## src/design/cpvg_pkg.sv

```systemverilog
// Package for the circle polygon vertex generator.
// Holds the split limit, the quarter-wave cosine table and widths.
// Used by design/circle_polygon_vertex_generator.sv and its testbench; no dependencies.
`timescale 1ns / 1ps
`default_nettype none

package cpvg_pkg;

  // Split limit (range 1..4) and table resolution
  localparam int MAX_SPLITS    = 4;
  localparam int TABLE_SPLITS  = 4;
  localparam int QUARTER_STEPS = 8;
  localparam int K_W           = 3;

  // Widths of the shared multiplier
  localparam int MUL_A_W = 30;
  localparam int MUL_B_W = 17;
  localparam int PROD_W  = MUL_A_W + MUL_B_W;

  typedef logic [15:0] cos_q15_t;

  // cos(m*pi/16) in Q1.15, m = 0..8, rounded to nearest
  function automatic cos_q15_t cos_q(input logic [3:0] m);
    cos_q15_t c;
    unique case (m)
      4'd0:    c = 16'd32768;
      4'd1:    c = 16'd32138;
      4'd2:    c = 16'd30274;
      4'd3:    c = 16'd27246;
      4'd4:    c = 16'd23170;
      4'd5:    c = 16'd18205;
      4'd6:    c = 16'd12540;
      4'd7:    c = 16'd6393;
      default: c = 16'd0;
    endcase
    return c;
  endfunction

endpackage

`default_nettype wire

```

## src/design/circle_polygon_vertex_generator.sv

```systemverilog
// Circle polygon vertex generator: after accept it forms two squares, then runs one to four
// chord tests, then emits the point words one at a time while the output is not stalled:
// 2^(k+1)+1 words, 5 to 33.
// All products go through one shared 30x17 multiplier with a registered product;
// that unit paces the run, and no new circle is taken until the closing word is loaded.
// Reset (rst_n, synchronous) returns the sequencer to idle and drops the output word.
`timescale 1ns / 1ps
`default_nettype none

module circle_polygon_vertex_generator (
  input  wire logic               clk,
  input  wire logic               rst_n,
  input  wire logic               in_valid,
  output logic                    in_stall,
  input  wire logic signed [15:0] in_center_x,
  input  wire logic signed [15:0] in_center_y,
  input  wire logic        [14:0] in_radius,
  input  wire logic        [15:0] in_max_side,
  output logic                    out_valid,
  input  wire logic               out_stall,
  output logic signed [16:0]      out_point_x,
  output logic signed [16:0]      out_point_y,
  output logic                    out_last_point,
  output logic                    out_split_capped
);
  import cpvg_pkg::*;

  localparam logic [3:0] S_IDLE = 4'd0;
  localparam logic [3:0] S_RSQ  = 4'd1;
  localparam logic [3:0] S_SSQ  = 4'd2;
  localparam logic [3:0] S_S2   = 4'd3;
  localparam logic [3:0] S_CMUL = 4'd4;
  localparam logic [3:0] S_CMP  = 4'd5;
  localparam logic [3:0] S_PX   = 4'd6;
  localparam logic [3:0] S_PY   = 4'd7;
  localparam logic [3:0] S_PO   = 4'd8;

  logic [3:0]                state_r, state_nxt;
  logic [K_W-1:0]            k_r, k_nxt;
  logic [5:0]                idx_r, idx_nxt;
  logic                      capped_r, capped_nxt;
  logic signed [15:0]        cx_r, cy_r;
  logic [14:0]               rad_r;
  logic [15:0]               side_r;
  logic [29:0]               r2_r, r2_nxt;
  logic [31:0]               s2_r, s2_nxt;
  logic signed [16:0]        ox_r, ox_nxt;
  logic [PROD_W-1:0]         prod_r;
  logic [MUL_A_W-1:0]        mul_a;
  logic [MUL_B_W-1:0]        mul_b;

  logic                      out_valid_r;
  logic signed [16:0]        out_x_r, out_y_r;
  logic                      out_last_r, out_capped_r;
  logic                      out_free;
  logic                      out_load;

  logic                      accept;
  cos_q15_t                  chord_cos;
  logic [15:0]               chord_diff;
  logic [MUL_B_W-1:0]        chord_d;
  logic                      too_long;
  logic [5:0]                last_idx;
  logic                      is_last;
  logic [4:0]                ang;
  cos_q15_t                  c_m, c_rev;
  cos_q15_t                  ex, ey;
  logic                      xneg, yneg;
  logic [30:0]               rnd_sum;
  logic [15:0]               mag;
  logic signed [16:0]        oy;
  logic signed [16:0]        px, py;

  assign accept   = in_valid && !in_stall;
  assign in_stall = (state_r != S_IDLE);
  assign out_free = !out_valid_r || !out_stall;

  // Chord weight 2*(1 - cos a) in Q1.15 for step angle pi/2^k
  assign chord_cos  = cos_q(4'(5'd16 >> k_r));
  assign chord_diff = 16'(17'd32768 - 17'(chord_cos));
  assign chord_d    = {chord_diff, 1'b0};
  assign too_long   = prod_r > {s2_r, 15'd0};

  // Point angle in sixteenths of a half turn, split into quadrant and step
  assign ang      = 5'(idx_r << (K_W'(TABLE_SPLITS) - k_r));
  assign c_m      = cos_q({1'b0, ang[2:0]});
  assign c_rev    = cos_q(4'(QUARTER_STEPS) - {1'b0, ang[2:0]});
  assign last_idx = 6'd1 << (k_r + K_W'(1));
  assign is_last  = (idx_r == last_idx);

  always_comb begin
    unique case (ang[4:3])
      2'd0: begin
        ex = c_m;   xneg = 1'b0; ey = c_rev; yneg = 1'b0;
      end
      2'd1: begin
        ex = c_rev; xneg = 1'b1; ey = c_m;   yneg = 1'b0;
      end
      2'd2: begin
        ex = c_m;   xneg = 1'b1; ey = c_rev; yneg = 1'b1;
      end
      default: begin
        ex = c_rev; xneg = 1'b0; ey = c_m;   yneg = 1'b1;
      end
    endcase
  end

  // Round the Q1.15 product to the nearest unit on the magnitude
  assign rnd_sum = prod_r[30:0] + 31'd16384;
  assign mag     = rnd_sum[30:15];
  assign oy      = yneg ? -$signed({1'b0, mag}) : $signed({1'b0, mag});
  assign px      = $signed({cx_r[15], cx_r}) + ox_r;
  assign py      = $signed({cy_r[15], cy_r}) + oy;

  assign out_load = (state_r == S_PO) && out_free;

  // Sequencer and shared multiplier operand select
  always_comb begin
    state_nxt  = state_r;
    k_nxt      = k_r;
    idx_nxt    = idx_r;
    capped_nxt = capped_r;
    r2_nxt     = r2_r;
    s2_nxt     = s2_r;
    ox_nxt     = ox_r;
    mul_a      = '0;
    mul_b      = '0;
    unique case (state_r)
      S_IDLE: begin
        if (accept) begin
          k_nxt     = K_W'(1);
          state_nxt = S_RSQ;
        end
      end
      S_RSQ: begin
        mul_a     = MUL_A_W'(rad_r);
        mul_b     = MUL_B_W'(rad_r);
        state_nxt = S_SSQ;
      end
      S_SSQ: begin
        r2_nxt    = prod_r[29:0];
        mul_a     = MUL_A_W'(side_r);
        mul_b     = MUL_B_W'(side_r);
        state_nxt = S_S2;
      end
      S_S2: begin
        s2_nxt    = prod_r[31:0];
        mul_a     = r2_r;
        mul_b     = chord_d;
        state_nxt = S_CMP;
      end
      S_CMUL: begin
        mul_a     = r2_r;
        mul_b     = chord_d;
        state_nxt = S_CMP;
      end
      S_CMP: begin
        if (too_long && (k_r < K_W'(MAX_SPLITS))) begin
          k_nxt     = k_r + K_W'(1);
          state_nxt = S_CMUL;
        end else begin
          capped_nxt = too_long;
          idx_nxt    = '0;
          state_nxt  = S_PX;
        end
      end
      S_PX: begin
        mul_a     = MUL_A_W'(rad_r);
        mul_b     = MUL_B_W'(ex);
        state_nxt = S_PY;
      end
      S_PY: begin
        ox_nxt    = xneg ? -$signed({1'b0, mag}) : $signed({1'b0, mag});
        mul_a     = MUL_A_W'(rad_r);
        mul_b     = MUL_B_W'(ey);
        state_nxt = S_PO;
      end
      S_PO: begin
        // Hold the y product until the output register is free
        mul_a = MUL_A_W'(rad_r);
        mul_b = MUL_B_W'(ey);
        if (out_free) begin
          if (is_last) begin
            state_nxt = S_IDLE;
          end else begin
            idx_nxt   = idx_r + 6'd1;
            state_nxt = S_PX;
          end
        end
      end
      default: begin
        state_nxt = S_IDLE;
      end
    endcase
  end

  // Control registers
  always_ff @(posedge clk) begin
    if (!rst_n) begin
      state_r     <= S_IDLE;
      k_r         <= K_W'(1);
      idx_r       <= '0;
      capped_r    <= 1'b0;
      out_valid_r <= 1'b0;
    end else begin
      state_r  <= state_nxt;
      k_r      <= k_nxt;
      idx_r    <= idx_nxt;
      capped_r <= capped_nxt;
      if (out_load) begin
        out_valid_r <= 1'b1;
      end else if (!out_stall) begin
        out_valid_r <= 1'b0;
      end
    end
  end

  // Payload registers: captured circle, squares, product, output word
  always_ff @(posedge clk) begin
    if (accept) begin
      cx_r   <= in_center_x;
      cy_r   <= in_center_y;
      rad_r  <= in_radius;
      side_r <= in_max_side;
    end
    r2_r   <= r2_nxt;
    s2_r   <= s2_nxt;
    ox_r   <= ox_nxt;
    prod_r <= PROD_W'(mul_a) * PROD_W'(mul_b);
    if (out_load) begin
      out_x_r      <= px;
      out_y_r      <= py;
      out_last_r   <= is_last;
      out_capped_r <= capped_r;
    end
  end

  assign out_valid        = out_valid_r;
  assign out_point_x      = out_x_r;
  assign out_point_y      = out_y_r;
  assign out_last_point   = out_last_r;
  assign out_split_capped = out_capped_r;

  // Split count stays within 1..MAX_SPLITS
  a_k_range: assert property (@(posedge clk) disable iff (!rst_n)
    (k_r >= K_W'(1)) && (k_r <= K_W'(MAX_SPLITS)))
    else $error("split count out of range");

  // Point index never runs past the closing point
  a_idx_range: assert property (@(posedge clk) disable iff (!rst_n)
    (state_r == S_PX || state_r == S_PY || state_r == S_PO) |-> (idx_r <= last_idx))
    else $error("point index past closing point");

  // An accepted word starts the squaring step
  a_start: assert property (@(posedge clk) disable iff (!rst_n)
    (in_valid && !in_stall) |=> (state_r == S_RSQ))
    else $error("accepted word did not start the run");

  // Only a point that is loaded at the last index is marked closing
  a_last: assert property (@(posedge clk) disable iff (!rst_n)
    out_load |=> (out_last_point == (state_r == S_IDLE)))
    else $error("closing flag disagrees with sequencer");

endmodule

`default_nettype wire

```

## config.mk

```make
export PLATFORM = sky130hd
export DESIGN_NAME = circle_polygon_vertex_generator
export DESIGN_NICKNAME = d
export VERILOG_FILES = /design/src/design/cpvg_pkg.sv /design/src/design/circle_polygon_vertex_generator.sv
export SDC_FILE = /design/constraint.sdc
export NUM_CORES = 1
export LEC_CHECK = 0
export ABC_AREA = 1
export BUFFER_PORTS_ARGS = -buffer_cell sky130_fd_sc_hd__buf_2
export CORE_ASPECT_RATIO = 1.25
export CORE_MARGIN = 10
export CORE_UTILIZATION = 60
export CTS_BUF_LIST = sky130_fd_sc_hd__clkbuf_8
export DETAILED_ROUTE_END_ITERATION = 6
export PLACE_DENSITY = 0.78
export SETUP_SLACK_MARGIN = 0.02
export SKIP_LAST_GASP = 1
export SYNTH_ARGS = -nofsm -noshare
export SYNTH_HDL_FRONTEND = slang
export SYNTH_SLANG_ARGS = --single-unit
export TNS_END_PERCENT = 30
```

## constraint.sdc

```tcl
create_clock -name clk -period 25.1 [get_ports clk]
set_input_delay 5.02 -clock clk [delete_from_list [all_inputs] [get_ports clk]]
set_output_delay 5.02 -clock clk [all_outputs]
set_load 0.005 [all_outputs]
```

### Word level (Yosys, flattened, before mapping)

Memories as Yosys holds them, arrays and structs flattened.
Index checks and enable logic that the tools add are counted.

* register bits after elaboration: 240
* ROM bits: 384
* input bits: 67
* output and inout bits: 38
* word-level logic and storage cells: 99
* memories kept: 3

* $add $sub $neg: 9
* multiply operators: 1
* order comparisons: 2
* eq/ne operators: 17
* shift-type cells: 3
* mux-type cells: 23
* bitwise logic cells: 1
* reduce and logical (&&, ||, !) cells: 22

Memories
* (name not given): depth 8, bits a word 16, read ports 1, clocked after Yosys merged registers in 0, wr ports 0, line cpvg_pkg.sv:25 `unique case (m)`
* (name not given): depth 8, bits a word 16, read ports 1, clocked after Yosys merged registers in 0, wr ports 0, line cpvg_pkg.sv:25
* (name not given): depth 8, bits a word 16, read ports 1, clocked after Yosys merged registers in 0, wr ports 0, line cpvg_pkg.sv:25

Operators by type and width (number)
* 30-bit one-hot mux with 3 select lines: 1
* 17-bit one-hot mux with 5 select lines: 1
* 16-bit two-way mux: 5
* 47-bit > comparator: 1
* 30-bit by 17-bit multiplier with 47-bit output: 1
* 16-bit by 17-bit adder with 17-bit output: 2
* 4-bit one-hot mux with 8 select lines: 1
* 31-bit by 15-bit adder with 31-bit output, second input constant: 1
* 6-bit two-way mux: 3
* 17-bit two-way mux: 1
* 16-bit negator with 17-bit output: 1
* 4-bit by 3-bit == test with 1-bit output, second input constant: 4
* 16-bit subtractor, first input constant: 1
* 6-bit one-hot mux with 2 select lines: 1
* 2-bit inequality test, second input constant: 5
* 2-bit OR reduction: 5
* 3-bit two-way mux: 3
* 4-bit by 2-bit == test with 1-bit output, second input constant: 2
* 4-bit two-way mux: 2
* 6-bit by 1-bit adder with 6-bit output, second input constant: 1
* 6-bit == test: 1
* 3-bit one-hot mux with 2 select lines: 1
* 1-bit by 3-bit << shifter with 6-bit output, first input constant: 1
* 6-bit by 3-bit << shifter with 5-bit output: 1
* other kinds (24): 32

### Depth between registers and ports, before layout

Gate-level depths: netlist (run 1).
An unclocked memory read counts as a cell.

* depth after elaboration: 8
* gate-level depth with buffers: 44
* gate-level depth less buffers: 43

### Worst setup path before layout (run 1)

OpenSTA, ideal clock, no wires.

* path kind: input to register
* start: input port in_valid
* end: register cx_r[0], enable pin
* library setup time: 484 ps
* arrival: 7674 ps
* required time: 24616 ps
* slack: 16942 ps
* cell stages on the path: 2
* path buffers: 0
* cell sequence: inv_1 > nor2_1

* longest elaborated chain between the ends: 1

RTL lines
* start, declared: line circle_polygon_vertex_generator.sv:13 `input wire logic in_valid,`
* 1-bit logical AND: line circle_polygon_vertex_generator.sv:74 `assign accept = in_valid && !in_stall;`
* net accept: line circle_polygon_vertex_generator.sv:58 `logic accept;`
* end signal, assigned: line circle_polygon_vertex_generator.sv:221 `cx_r <= in_center_x;`
* end, declared: line circle_polygon_vertex_generator.sv:42 `logic signed [15:0] cx_r, cy_r;`

The timed path passes the listed nets, and every way through them passes these cells.
A chain may end at the register's enable or synchronous reset.

### Final worst setup path (run 1)

* start: register k_r[0]
* end: register prod_r[36]

* longest elaborated chain between the ends: 8
* elaborated cells between the ends (all ways): 17
* classes of those cells: 3 x add/sub; 1 x mul; 1 x eq/ne; 2 x shift; 5 x mux; 2 x reduce/logical; 3 x memory

RTL lines
* start, declared: line circle_polygon_vertex_generator.sv:39 `logic [K_W-1:0] k_r, k_nxt;`
* start signal, assigned: line circle_polygon_vertex_generator.sv:207 `k_r <= k_nxt;`
* 3-bit subtractor: line circle_polygon_vertex_generator.sv:85 `assign ang = 5'(idx_r << (K_W'(TABLE_SPLITS) - k_r));`
* 6-bit by 3-bit << shifter with 5-bit output: line circle_polygon_vertex_generator.sv:85
* 4-bit by 3-bit subtractor with 4-bit output: line circle_polygon_vertex_generator.sv:87 `assign c_rev = cos_q(4'(QUARTER_STEPS) - {1'b0, ang[2:0]});`
* memory 8 x 16 bit
* 16-bit two-way mux: line cpvg_pkg.sv:25
* 16-bit two-way mux: line circle_polygon_vertex_generator.sv:92 `unique case (ang[4:3])`
* 17-bit one-hot mux with 5 select lines (*): line circle_polygon_vertex_generator.sv:128 `unique case (state_r)`
* 30-bit by 17-bit multiplier with 47-bit output (*): line circle_polygon_vertex_generator.sv:229 `prod_r <= PROD_W'(mul_a) * PROD_W'(mul_b);`
* end signal, assigned: line circle_polygon_vertex_generator.sv:229
* end, declared: line circle_polygon_vertex_generator.sv:48 `logic [PROD_W-1:0] prod_r;`

Mark *: on every way between the ends. The rest lies on a longest branch, timed or not.

==> impl_metrics.env, run 1 <==
export IMPL_use_met3_pct=4.17
export IMPL_top_usage_layer="met2"
export IMPL_skew_ns=0.0274
export IMPL_gp_congestion=0.993
export IMPL_rr_worst_depth=37
export IMPL_clk_pin_slew_ns=0.07
export IMPL_synth_seq_cells=240
export IMPL_synth_distinct_cells=62
export IMPL_overflow=0
export IMPL_critPathLaunchType="register"
export IMPL_cts_setup_buffers=0
export IMPL_cts_resized_gates=0
export IMPL_multiInputGateArea_mm2=0.0193
export IMPL_start_util_pct=60.5
export IMPL_slew_violations=0
export IMPL_antenna_found_initial=1
export IMPL_final_seq_area_mm2=0.00659
export IMPL_final_cell_area_mm2=0.0310
export IMPL_slew_headroom_pct=23.0
export IMPL_grt_util_all_layers_pct=30.2
export IMPL_whs_ns=0.448
export IMPL_synthArstFlopShare_pct=0
export IMPL_wl_per_cell_um=20.6
export IMPL_clk_insertion_delay_late_ns=0.58
export IMPL_areaGrowthSynthToFinish_pct=6.10
export IMPL_timing_worst_setup_path_type="register to register"
export IMPL_grtUsageMet1_pct=33.9
export IMPL_fillers=4133
export IMPL_cap_violations=0
export IMPL_ant_nets=0
export IMPL_clock_path_buffers=3
export IMPL_worstSetupEndpointType="register"
export IMPL_avgViaCountPerCell=5.65
export IMPL_crit_slowest_cell="nor2_2"
export IMPL_synth_edf_count=178
export IMPL_numCtsBuffers=37
export IMPL_ios=105
export IMPL_root_buffer="clkbuf_8"
export IMPL_power_density_mw_per_mm2=59.5
export IMPL_synth_area_mm2=0.0292
export IMPL_vias=23600
export IMPL_die_w_um=217
export IMPL_h_tree_depth=2
export IMPL_first_iter_violations=2124
export IMPL_grt_max_degree=64
export IMPL_ys_warn_count=0
export IMPL_critPathMaxFanout=22
export IMPL_gr_usage_met2_pct=52.3
export IMPL_grt_pass1_vias=24300
export IMPL_setup_viol=0
export IMPL_max_stage_delay_ns=0.87
export IMPL_grt_pass1_wl_mm=134
export IMPL_clock_sinks=240
export IMPL_min_path_type="register to register"
export IMPL_die_y_um=267
export IMPL_period_share_pct=38.9
export IMPL_synth_area_per_cell_um2=8.53
export IMPL_ys_flop_type="edfxtp_1"
export IMPL_firstDrtPassIters=6
export IMPL_worstPathRequired_ns=25.59
export IMPL_routed_wl_mm=86.1
export IMPL_worst_endpoint_arrival_ns=10.25
export IMPL_min_period_ns=9.76
export IMPL_final_nets=4198
export IMPL_placedInstanceArea_mm2=0.0301
export IMPL_ir_worst_vdd_v=0.0000321
export IMPL_setup_tns_final_ns=0
export IMPL_cp_common_cell="nand2_1"
export IMPL_total_leakage_power_nw=15.6
export IMPL_dieArea_mm2=0.0579
export IMPL_holdPathStages=0
export IMPL_status="finished clean"
export IMPL_drc=0
export IMPL_cts_tree="done"
export IMPL_core_area_mm2=0.0482
export IMPL_drive_gt1_share_pct=7.49
export IMPL_rsz0062_at_grt="false"
export IMPL_tightest_slew_ns=1.15
export IMPL_dp_hpwl_mm=69.5
export IMPL_syn_instance_count=3420
export IMPL_seq_area_frac_synth_pct=22.6
export IMPL_finalHoldViolCount=0
export IMPL_rows=90
export IMPL_cts_hold_buffers=0
export IMPL_fmax_ghz=0.102
export IMPL_port_buffers=104
## cells in the mapped netlist, types with 57 or more instances
cell,count,share of area (%)
a21oi_1,138,2.4
buf_2,57,0.98
dfxtp_1,62,4.3
edfxtp_1,178,18
fa_1,422,29
ha_1,213,9.1
inv_1,732,9.4
nand2_1,729,9.4
nand3_1,106,1.8
nor2_1,285,3.7
o21ai_0,103,1.8
xor2_1,61,1.8
## final cells by class
cell class                      count  area share, %
Sequential cell                   240           21.3
Clock buffer                       43           1.91
Antenna cell                        2         0.0162
Tap cell                          644           2.60
Inverter                          751           9.11
Clock inverter                     25          0.687
Timing Repair Buffer              116           1.97
Multi-Input combinational cell   2350           62.4
## power by group
| group | internal, mW | switching, mW |
|---|---|---|
| combinational | 0.287 | 0.623 |
| clock | 0.191 | 0.166 |
| sequential | 0.506 | 0.0675 |
## metal layers
layer	vias to the layer above	share of wire, %
li1	10700	-
met3	311	7.3
met1	11400	35
met4	0	8.0
met2	1153	50
met5	-	0
## worst paths after layout
path | startpoint | slack, ns | to
worst max-delay path | k_r[0] | 15.34 | prod_r[36]
worst min-delay path | capped_r | 0.45 | out_split_capped
worst max register to register | k_r[0] | 15.34 | prod_r[36]
worst min register to register | capped_r | 0.45 | out_split_capped
## per-stage QoR
stage                     setup slack [ns]  util (%)  cells  power (mW)
final                                15.34      64.2   4171        1.84
after floorplan                      16.94         -   3433        1.17
after global placement               15.60      62.6   4101        1.46
after CTS                            15.48      64.2   4169        1.83
after global routing                 14.66      64.2   4170        1.96
after detailed placement             15.51      62.6   4101        1.47
## critical path: cells and delay by family, from the launching register on
family	cells	cell delay, ns
AO/OA/AOI/OAI	3	0.47
adder cells (fa/ha/maj)	11	4.82
buffers and inverters	8	0.92
flip-flops	1	0.52
AND/OR/NAND/NOR	15	2.92
## registers in the layout, summed over array words and instances (netlist names)
register / flops
prod_r: 47
ox_r: 17
side_r: 16
r2_r: 30
k_r: 3
out_last_point: 1
cy_r: 16
idx_r: 6
out_point_y: 17
rad_r: 15
s2_r: 32
out_point_x: 17
out_valid: 1
cx_r: 16
capped_r: 1
out_split_capped: 1
state_r: 4
## kinds of logic (layout without fill, tap and decap cells)
kind of cell	count (synthesis)	after routing	share of synthesized area, %
AO/OA/AOI/OAI	348	348	6.89
other	1	16	0.0129
flip-flops	240	240	22.6
XOR/XNOR	93	93	2.79
adder cells (fa/ha/maj)	635	635	38.1
AND/OR/NAND/NOR	1260	1260	18.2
buffers and inverters	843	935	11.5
## layout by cell type (no fill, tap or decap), types with 7 or more instances in the layout
cell type	n
nand3_1	106
nand2_2	24
o21ai_1	11
a22oi_1	11
dfxtp_1	62
o21a_1	9
buf_2	104
clkbuf_8	43
o21ai_0	103
edfxtp_1	178
a21o_1	12
buf_4	12
nor2_2	17
fa_1	422
xnor2_1	32
o21bai_1	7
xor2_1	61
and2_1	9
a21oi_1	138
conb_1	14
nand4_1	26
inv_1	739
nand2_1	729
nor2_4	7
nor2_1	283
clkinv_1	9
nor3_1	25
ha_1	213
a31oi_1	17
inv_2	15
Power figures use the tool's default switching activity.
==> run 2: changes to the inputs <==
==> constraint.sdc (replaced) <==
create_clock -name clk -period 10.02 [get_ports clk]
set_input_delay 2.004 -clock clk [delete_from_list [all_inputs] [get_ports clk]]
set_output_delay 2.004 -clock clk [all_outputs]
set_load 0.005 [all_outputs]
==> impl_metrics.env, run 2 (synthesized netlist as in run 1, its figures left out) <==
export IMPL_period_share_pct=92.7
export IMPL_die_y_um=267
export IMPL_ant_nets=0
export IMPL_antenna_found_initial=2
export IMPL_largest_register_ffs=47
export IMPL_whs_ns=0.449
export IMPL_root_buffer="clkbuf_8"
export IMPL_critPathLaunchType="register"
export IMPL_drc=0
export IMPL_vias=23600
export IMPL_first_iter_violations=1991
export IMPL_min_period_ns=9.29
export IMPL_routed_wl_mm=86.8
export IMPL_reg_largest_list="prod_r x47, s2_r x32, r2_r x30"
export IMPL_grt_pass1_vias=24300
export IMPL_tightest_slew_ns=1.10
export IMPL_ir_worst_vdd_v=0.0000972
export IMPL_fmax_ghz=0.108
export IMPL_core_area_mm2=0.0482
export IMPL_placedInstanceArea_mm2=0.0302
export IMPL_cts_hold_buffers=0
export IMPL_rsz0062_at_grt="false"
export IMPL_dp_hpwl_mm=71.1
export IMPL_endpoint="prod_r[36]"
export IMPL_cts_tree="done"
export IMPL_clk_insertion_delay_late_ns=0.59
export IMPL_cts_setup_buffers=0
export IMPL_critPathMaxFanout=21
export IMPL_numCtsBuffers=35
export IMPL_dp_cells=4114
export IMPL_skew_ns=0.0433
export IMPL_rows=90
export IMPL_clock_sinks=240
export IMPL_die_w_um=217
export IMPL_met2WireLength_mm=43.4
export IMPL_start_util_pct=60.5
export IMPL_rrSetupSlack_ns=0.73
export IMPL_gp_congestion=0.993
export IMPL_final_cell_mix="inv_1, nand2_1, fa_1"
export IMPL_wirelength_met1_mm=30.7
export IMPL_firstDrtPassIters=6
export IMPL_crit_slowest_cell="fa_1"
export IMPL_grt_util_all_layers_pct=30.1
export IMPL_final_nets=4209
export IMPL_r2r_start="k_r[0]"
export IMPL_regMostFlops="prod_r"
export IMPL_grt_pass1_wl_mm=134
export IMPL_wl_per_cell_um=20.8
export IMPL_power_density_mw_per_mm2=149
export IMPL_fillers=4221
export IMPL_timing_worst_setup_path_type="register to register"
export IMPL_worst_endpoint_arrival_ns=9.75
export IMPL_drive_gt1_share_pct=7.62
export IMPL_cp_common_cell="nand2_1"
export IMPL_clk_pin_slew_ns=0.07
export IMPL_status="finished clean"
export IMPL_setup_viol=0
export IMPL_max_stage_delay_ns=0.57
export IMPL_min_path_type="register to register"
export IMPL_setup_tns_final_ns=0
export IMPL_total_leakage_power_nw=15.6
export IMPL_dieArea_mm2=0.0579
export IMPL_avgViaCountPerCell=5.65
export IMPL_slew_headroom_pct=26.5
export IMPL_areaGrowthSynthToFinish_pct=6.22
export IMPL_met3WireLength_mm=6.68
export IMPL_h_tree_depth=2
export IMPL_ios=105
export IMPL_worstPathRequired_ns=10.49
export IMPL_routed_top_layer="met5"
export IMPL_port_buffers=104
export IMPL_cap_violations=0
export IMPL_cts_resized_gates=0
export IMPL_grt_max_degree=64
export IMPL_clock_path_buffers=3
export IMPL_overflow=0
export IMPL_p_total_mw=4.61
export IMPL_final_cell_area_mm2=0.0310
export IMPL_slew_violations=0
export IMPL_fin_cells=4177
export IMPL_finalHoldViolCount=0
export IMPL_rr_worst_depth=41
export IMPL_r2r_end="prod_r[36]"
export IMPL_worstSetupEndpointType="register"
export IMPL_final_common_cell="inv_1"
export IMPL_critPathLaunch="k_r[0]"
## run 2: cell types whose count changed in the layout (fill, tap and decap cells not counted)
cell      before  now
buf_4         12   25
inv_4          0    1
clkinv_2       5    0
inv_8          1    0
diode_2        2    1
clkinv_4       1    0
clkinv_1       9    8
inv_1        739  742
clkbuf_8      43   41
## run 2: area by class of cell
class	count	area [um2]	area share (%)
multi-input combinational	2350	19300	62.4
clock inverter	21	181	0.585
timing repair buffer	129	708	2.28
tap	644	806	2.60
sequential	240	6590	21.2
antenna	1	2.50	0.00807
clock buffer	41	564	1.82
inverter	751	2820	9.09
## run 2: worst max-delay path, delay by kind of cell (launching register included)
kind	cells	cell delay, ns
fa+ha+maj	11	4.92
simple gates	17	2.20
compound gates	5	0.84
buf+inv	8	0.71
flops	1	0.52
## run 2: where the power goes
part	switching, mW	total (mW)	leakage [nW]	internal (mW)
combinational	1.59	2.32	13.0	0.735
clock	0.396	0.850	0.413	0.454
sequential	0.164	1.43	2.15	1.27
## run 2: stage by stage
| stage | util, % | setup slack [ns] |
|---|---|---|
| after floorplan | - | 1.89 |
| after global placement | 62.8 | 0.936 |
| after detailed placement | 62.8 | 0.872 |
| after CTS | 64.3 | 0.847 |
| after global routing | 64.3 | 0.110 |
| final | 64.3 | 0.734 |
## run 2: metal layers
| metal | GRT usage, % | vias to the layer above |
|---|---|---|
| met1 | 33.7 | 11500 |
| met2 | 52.6 | 1130 |
| li1 | - | 10700 |
| met5 | 0 | - |
| met3 | 4.76 | 322 |
| met4 | 18.8 | 2 |
## run 2: how the worst min path moves through the flow
stage | depth (start not counted) | to | start
2_1_floorplan | 0 | out_split_capped | capped_r
3_3_place_gp | 0 | out_split_capped | capped_r
3_5_place_dp | 0 | out_split_capped | capped_r
4_1_cts | 0 | out_split_capped | capped_r
5_1_grt | 0 | out_split_capped | capped_r
6_report | 0 | out_split_capped | capped_r
==> run 3: changes to the inputs <==
--- a/config.mk
+++ b/config.mk
@@ -12,7 +12,8 @@
 export CORE_UTILIZATION = 60
 export CTS_BUF_LIST = sky130_fd_sc_hd__clkbuf_8
 export DETAILED_ROUTE_END_ITERATION = 6
-export PLACE_DENSITY = 0.78
+export PLACE_DENSITY = 0.81
+export RECOVER_POWER = 25
 export SETUP_SLACK_MARGIN = 0.02
 export SKIP_LAST_GASP = 1
 export SYNTH_ARGS = -nofsm -noshare
==> constraint.sdc (replaced) <==
create_clock -name clk -period 8 [get_ports clk]
set_input_delay 1.6 -clock clk [delete_from_list [all_inputs] [get_ports clk]]
set_output_delay 1.6 -clock clk [all_outputs]
set_load 0.005 [all_outputs]
==> impl_metrics.env, run 3 (synthesized netlist as in run 1, its figures left out) <==
export IMPL_status="complete, but fails checks"
export IMPL_violations="design-rule violations"
export IMPL_cts_tree="done"
export IMPL_finalHoldViolCount=0
export IMPL_clk_insertion_delay_late_ns=0.57
export IMPL_fin_util_pct=67.9
export IMPL_max_stage_delay_ns=0.91
export IMPL_cp_common_cell="fa_1"
export IMPL_r2r_end="prod_r[44]"
export IMPL_final_nets=4345
export IMPL_ant_nets=0
export IMPL_avgViaCountPerCell=5.64
export IMPL_worstPathRequired_ns=8.49
export IMPL_clk_pin_slew_ns=0.07
export IMPL_antenna_found_initial=1
export IMPL_fmax_ghz=0.128
export IMPL_drive_gt1_share_pct=13.8
export IMPL_gp_congestion=1.02
export IMPL_setup_tns_final_ns=0
export IMPL_worst_endpoint_arrival_ns=8.31
export IMPL_clock_sinks=240
export IMPL_routed_wl_mm=90.7
export IMPL_holdPathStages=0
export IMPL_cap_violations=0
export IMPL_critPathLaunchType="register"
export IMPL_regMostFlops="prod_r"
export IMPL_slew_violations=0
export IMPL_power_density_mw_per_mm2=190
export IMPL_reg_largest_list="prod_r x47, s2_r x32, r2_r x30"
export IMPL_grt_pass1_vias=25300
export IMPL_r2r_start="k_r[0]"
export IMPL_overflow=0
export IMPL_dp_hpwl_mm=72.3
export IMPL_wl_per_cell_um=21.0
export IMPL_ir_worst_vdd_v=0.000117
export IMPL_min_path_type="register to register"
export IMPL_p_total_mw=6.21
export IMPL_grt_util_all_layers_pct=31.0
export IMPL_total_leakage_power_nw=16.3
export IMPL_start_util_pct=60.5
export IMPL_rows=90
export IMPL_h_tree_depth=2
export IMPL_final_cell_mix="inv_1, nand2_1, fa_1"
export IMPL_grt_pass1_wl_mm=138
export IMPL_period_share_pct=97.7
export IMPL_fin_cells=4314
export IMPL_port_buffers=104
export IMPL_die_y_um=267
export IMPL_die_w_um=217
export IMPL_slew_headroom_pct=28.8
export IMPL_rr_worst_depth=32
export IMPL_rrSetupSlack_ns=0.18
export IMPL_min_period_ns=7.82
export IMPL_firstDrtPassIters=7
export IMPL_final_cell_area_mm2=0.0327
export IMPL_core_area_mm2=0.0482
export IMPL_critPathMaxFanout=9
export IMPL_numCtsBuffers=37
export IMPL_drc=4
export IMPL_placedInstanceArea_mm2=0.0313
export IMPL_first_iter_violations=2103
export IMPL_dieArea_mm2=0.0579
export IMPL_grt_max_degree=41
export IMPL_clock_path_buffers=3
export IMPL_tightest_slew_ns=1.05
export IMPL_vias=24300
export IMPL_holdPathEnd="out_split_capped"
export IMPL_timing_worst_setup_path_type="register to register"
export IMPL_setup_viol=0
export IMPL_worstSetupEndpointType="register"
export IMPL_areaGrowthSynthToFinish_pct=12.1
export IMPL_final_common_cell="inv_1"
export IMPL_skew_ns=0.0282
export IMPL_root_buffer="clkbuf_8"
export IMPL_min_from="capped_r"
export IMPL_largest_register_ffs=47
export IMPL_crit_slowest_cell="o311ai_0"
export IMPL_ios=105
export IMPL_dp_cells=4231
run 3: report_power, final:
part	internal (mW)	switching [mW]
Combinational	1.20	2.17
Sequential	1.59	0.218
Clock	0.520	0.517
run 3: how the worst max path moves through the flow:
stage | cells after the start | start | end
2_1_floorplan | 39 | k_r[0] | prod_r[36]
3_3_place_gp | 35 | k_r[0] | prod_r[42]
3_5_place_dp | 36 | k_r[1] | prod_r[45]
4_1_cts | 31 | k_r[0] | prod_r[42]
5_1_grt | 34 | k_r[0] | prod_r[42]
6_report | 32 | k_r[0] | prod_r[44]
run 3: per-stage QoR:
stage | worst slack, ns | hold slack (ns)
2_1_floorplan | 0.132 | 0.409
3_3_place_gp | -0.109 | 0.425
3_5_place_dp | -0.143 | 0.428
6_report | 0.183 | 0.447
4_1_cts | 0.0919 | 0.446
5_1_grt | -0.0334 | 0.460
run 3: routing by layer:
layer	track usage (%)	part of all wire, %
met1	35.0	35
met2	52.8	49
met3	5.18	8.3
met4	21.7	8.3
met5	0	0
run 3: area by class of cell:
| type | count | area (um2) |
|---|---|---|
| Clock buffer | 42 | 578 |
| Multi-Input combinational cell | 2351 | 19800 |
| Fill cell | 3949 | 15500 |
| Sequential cell | 240 | 6590 |
| Tap cell | 644 | 806 |
| Clock inverter | 23 | 143 |
| Timing Repair Buffer | 262 | 1930 |
| Inverter | 751 | 2830 |
| Antenna cell | 1 | 2.50 |
run 3: what timing repair did:
| item | 4_1_cts | 5_1_grt |
|---|---|---|
| hold buffers | 0 | 0 |
| pin swaps | 1 | 28 |
| endpoints found under the setup margin | 19 | 34 |
| buffers inserted | 1 | 12 |
| gates cloned | 1 | 3 |
| resized for setup | 20 | 112 |
run 3: critical path: cells and delay by family, from the launching register on:
kind	cells	cell delay, ns
flip-flops	1	0.34
XOR/XNOR	1	0.13
adder cells (fa/ha/maj)	10	3.98
AND/OR/NAND/NOR	8	1.00
buffers and inverters	12	1.35
AO/OA/AOI/OAI	1	0.91
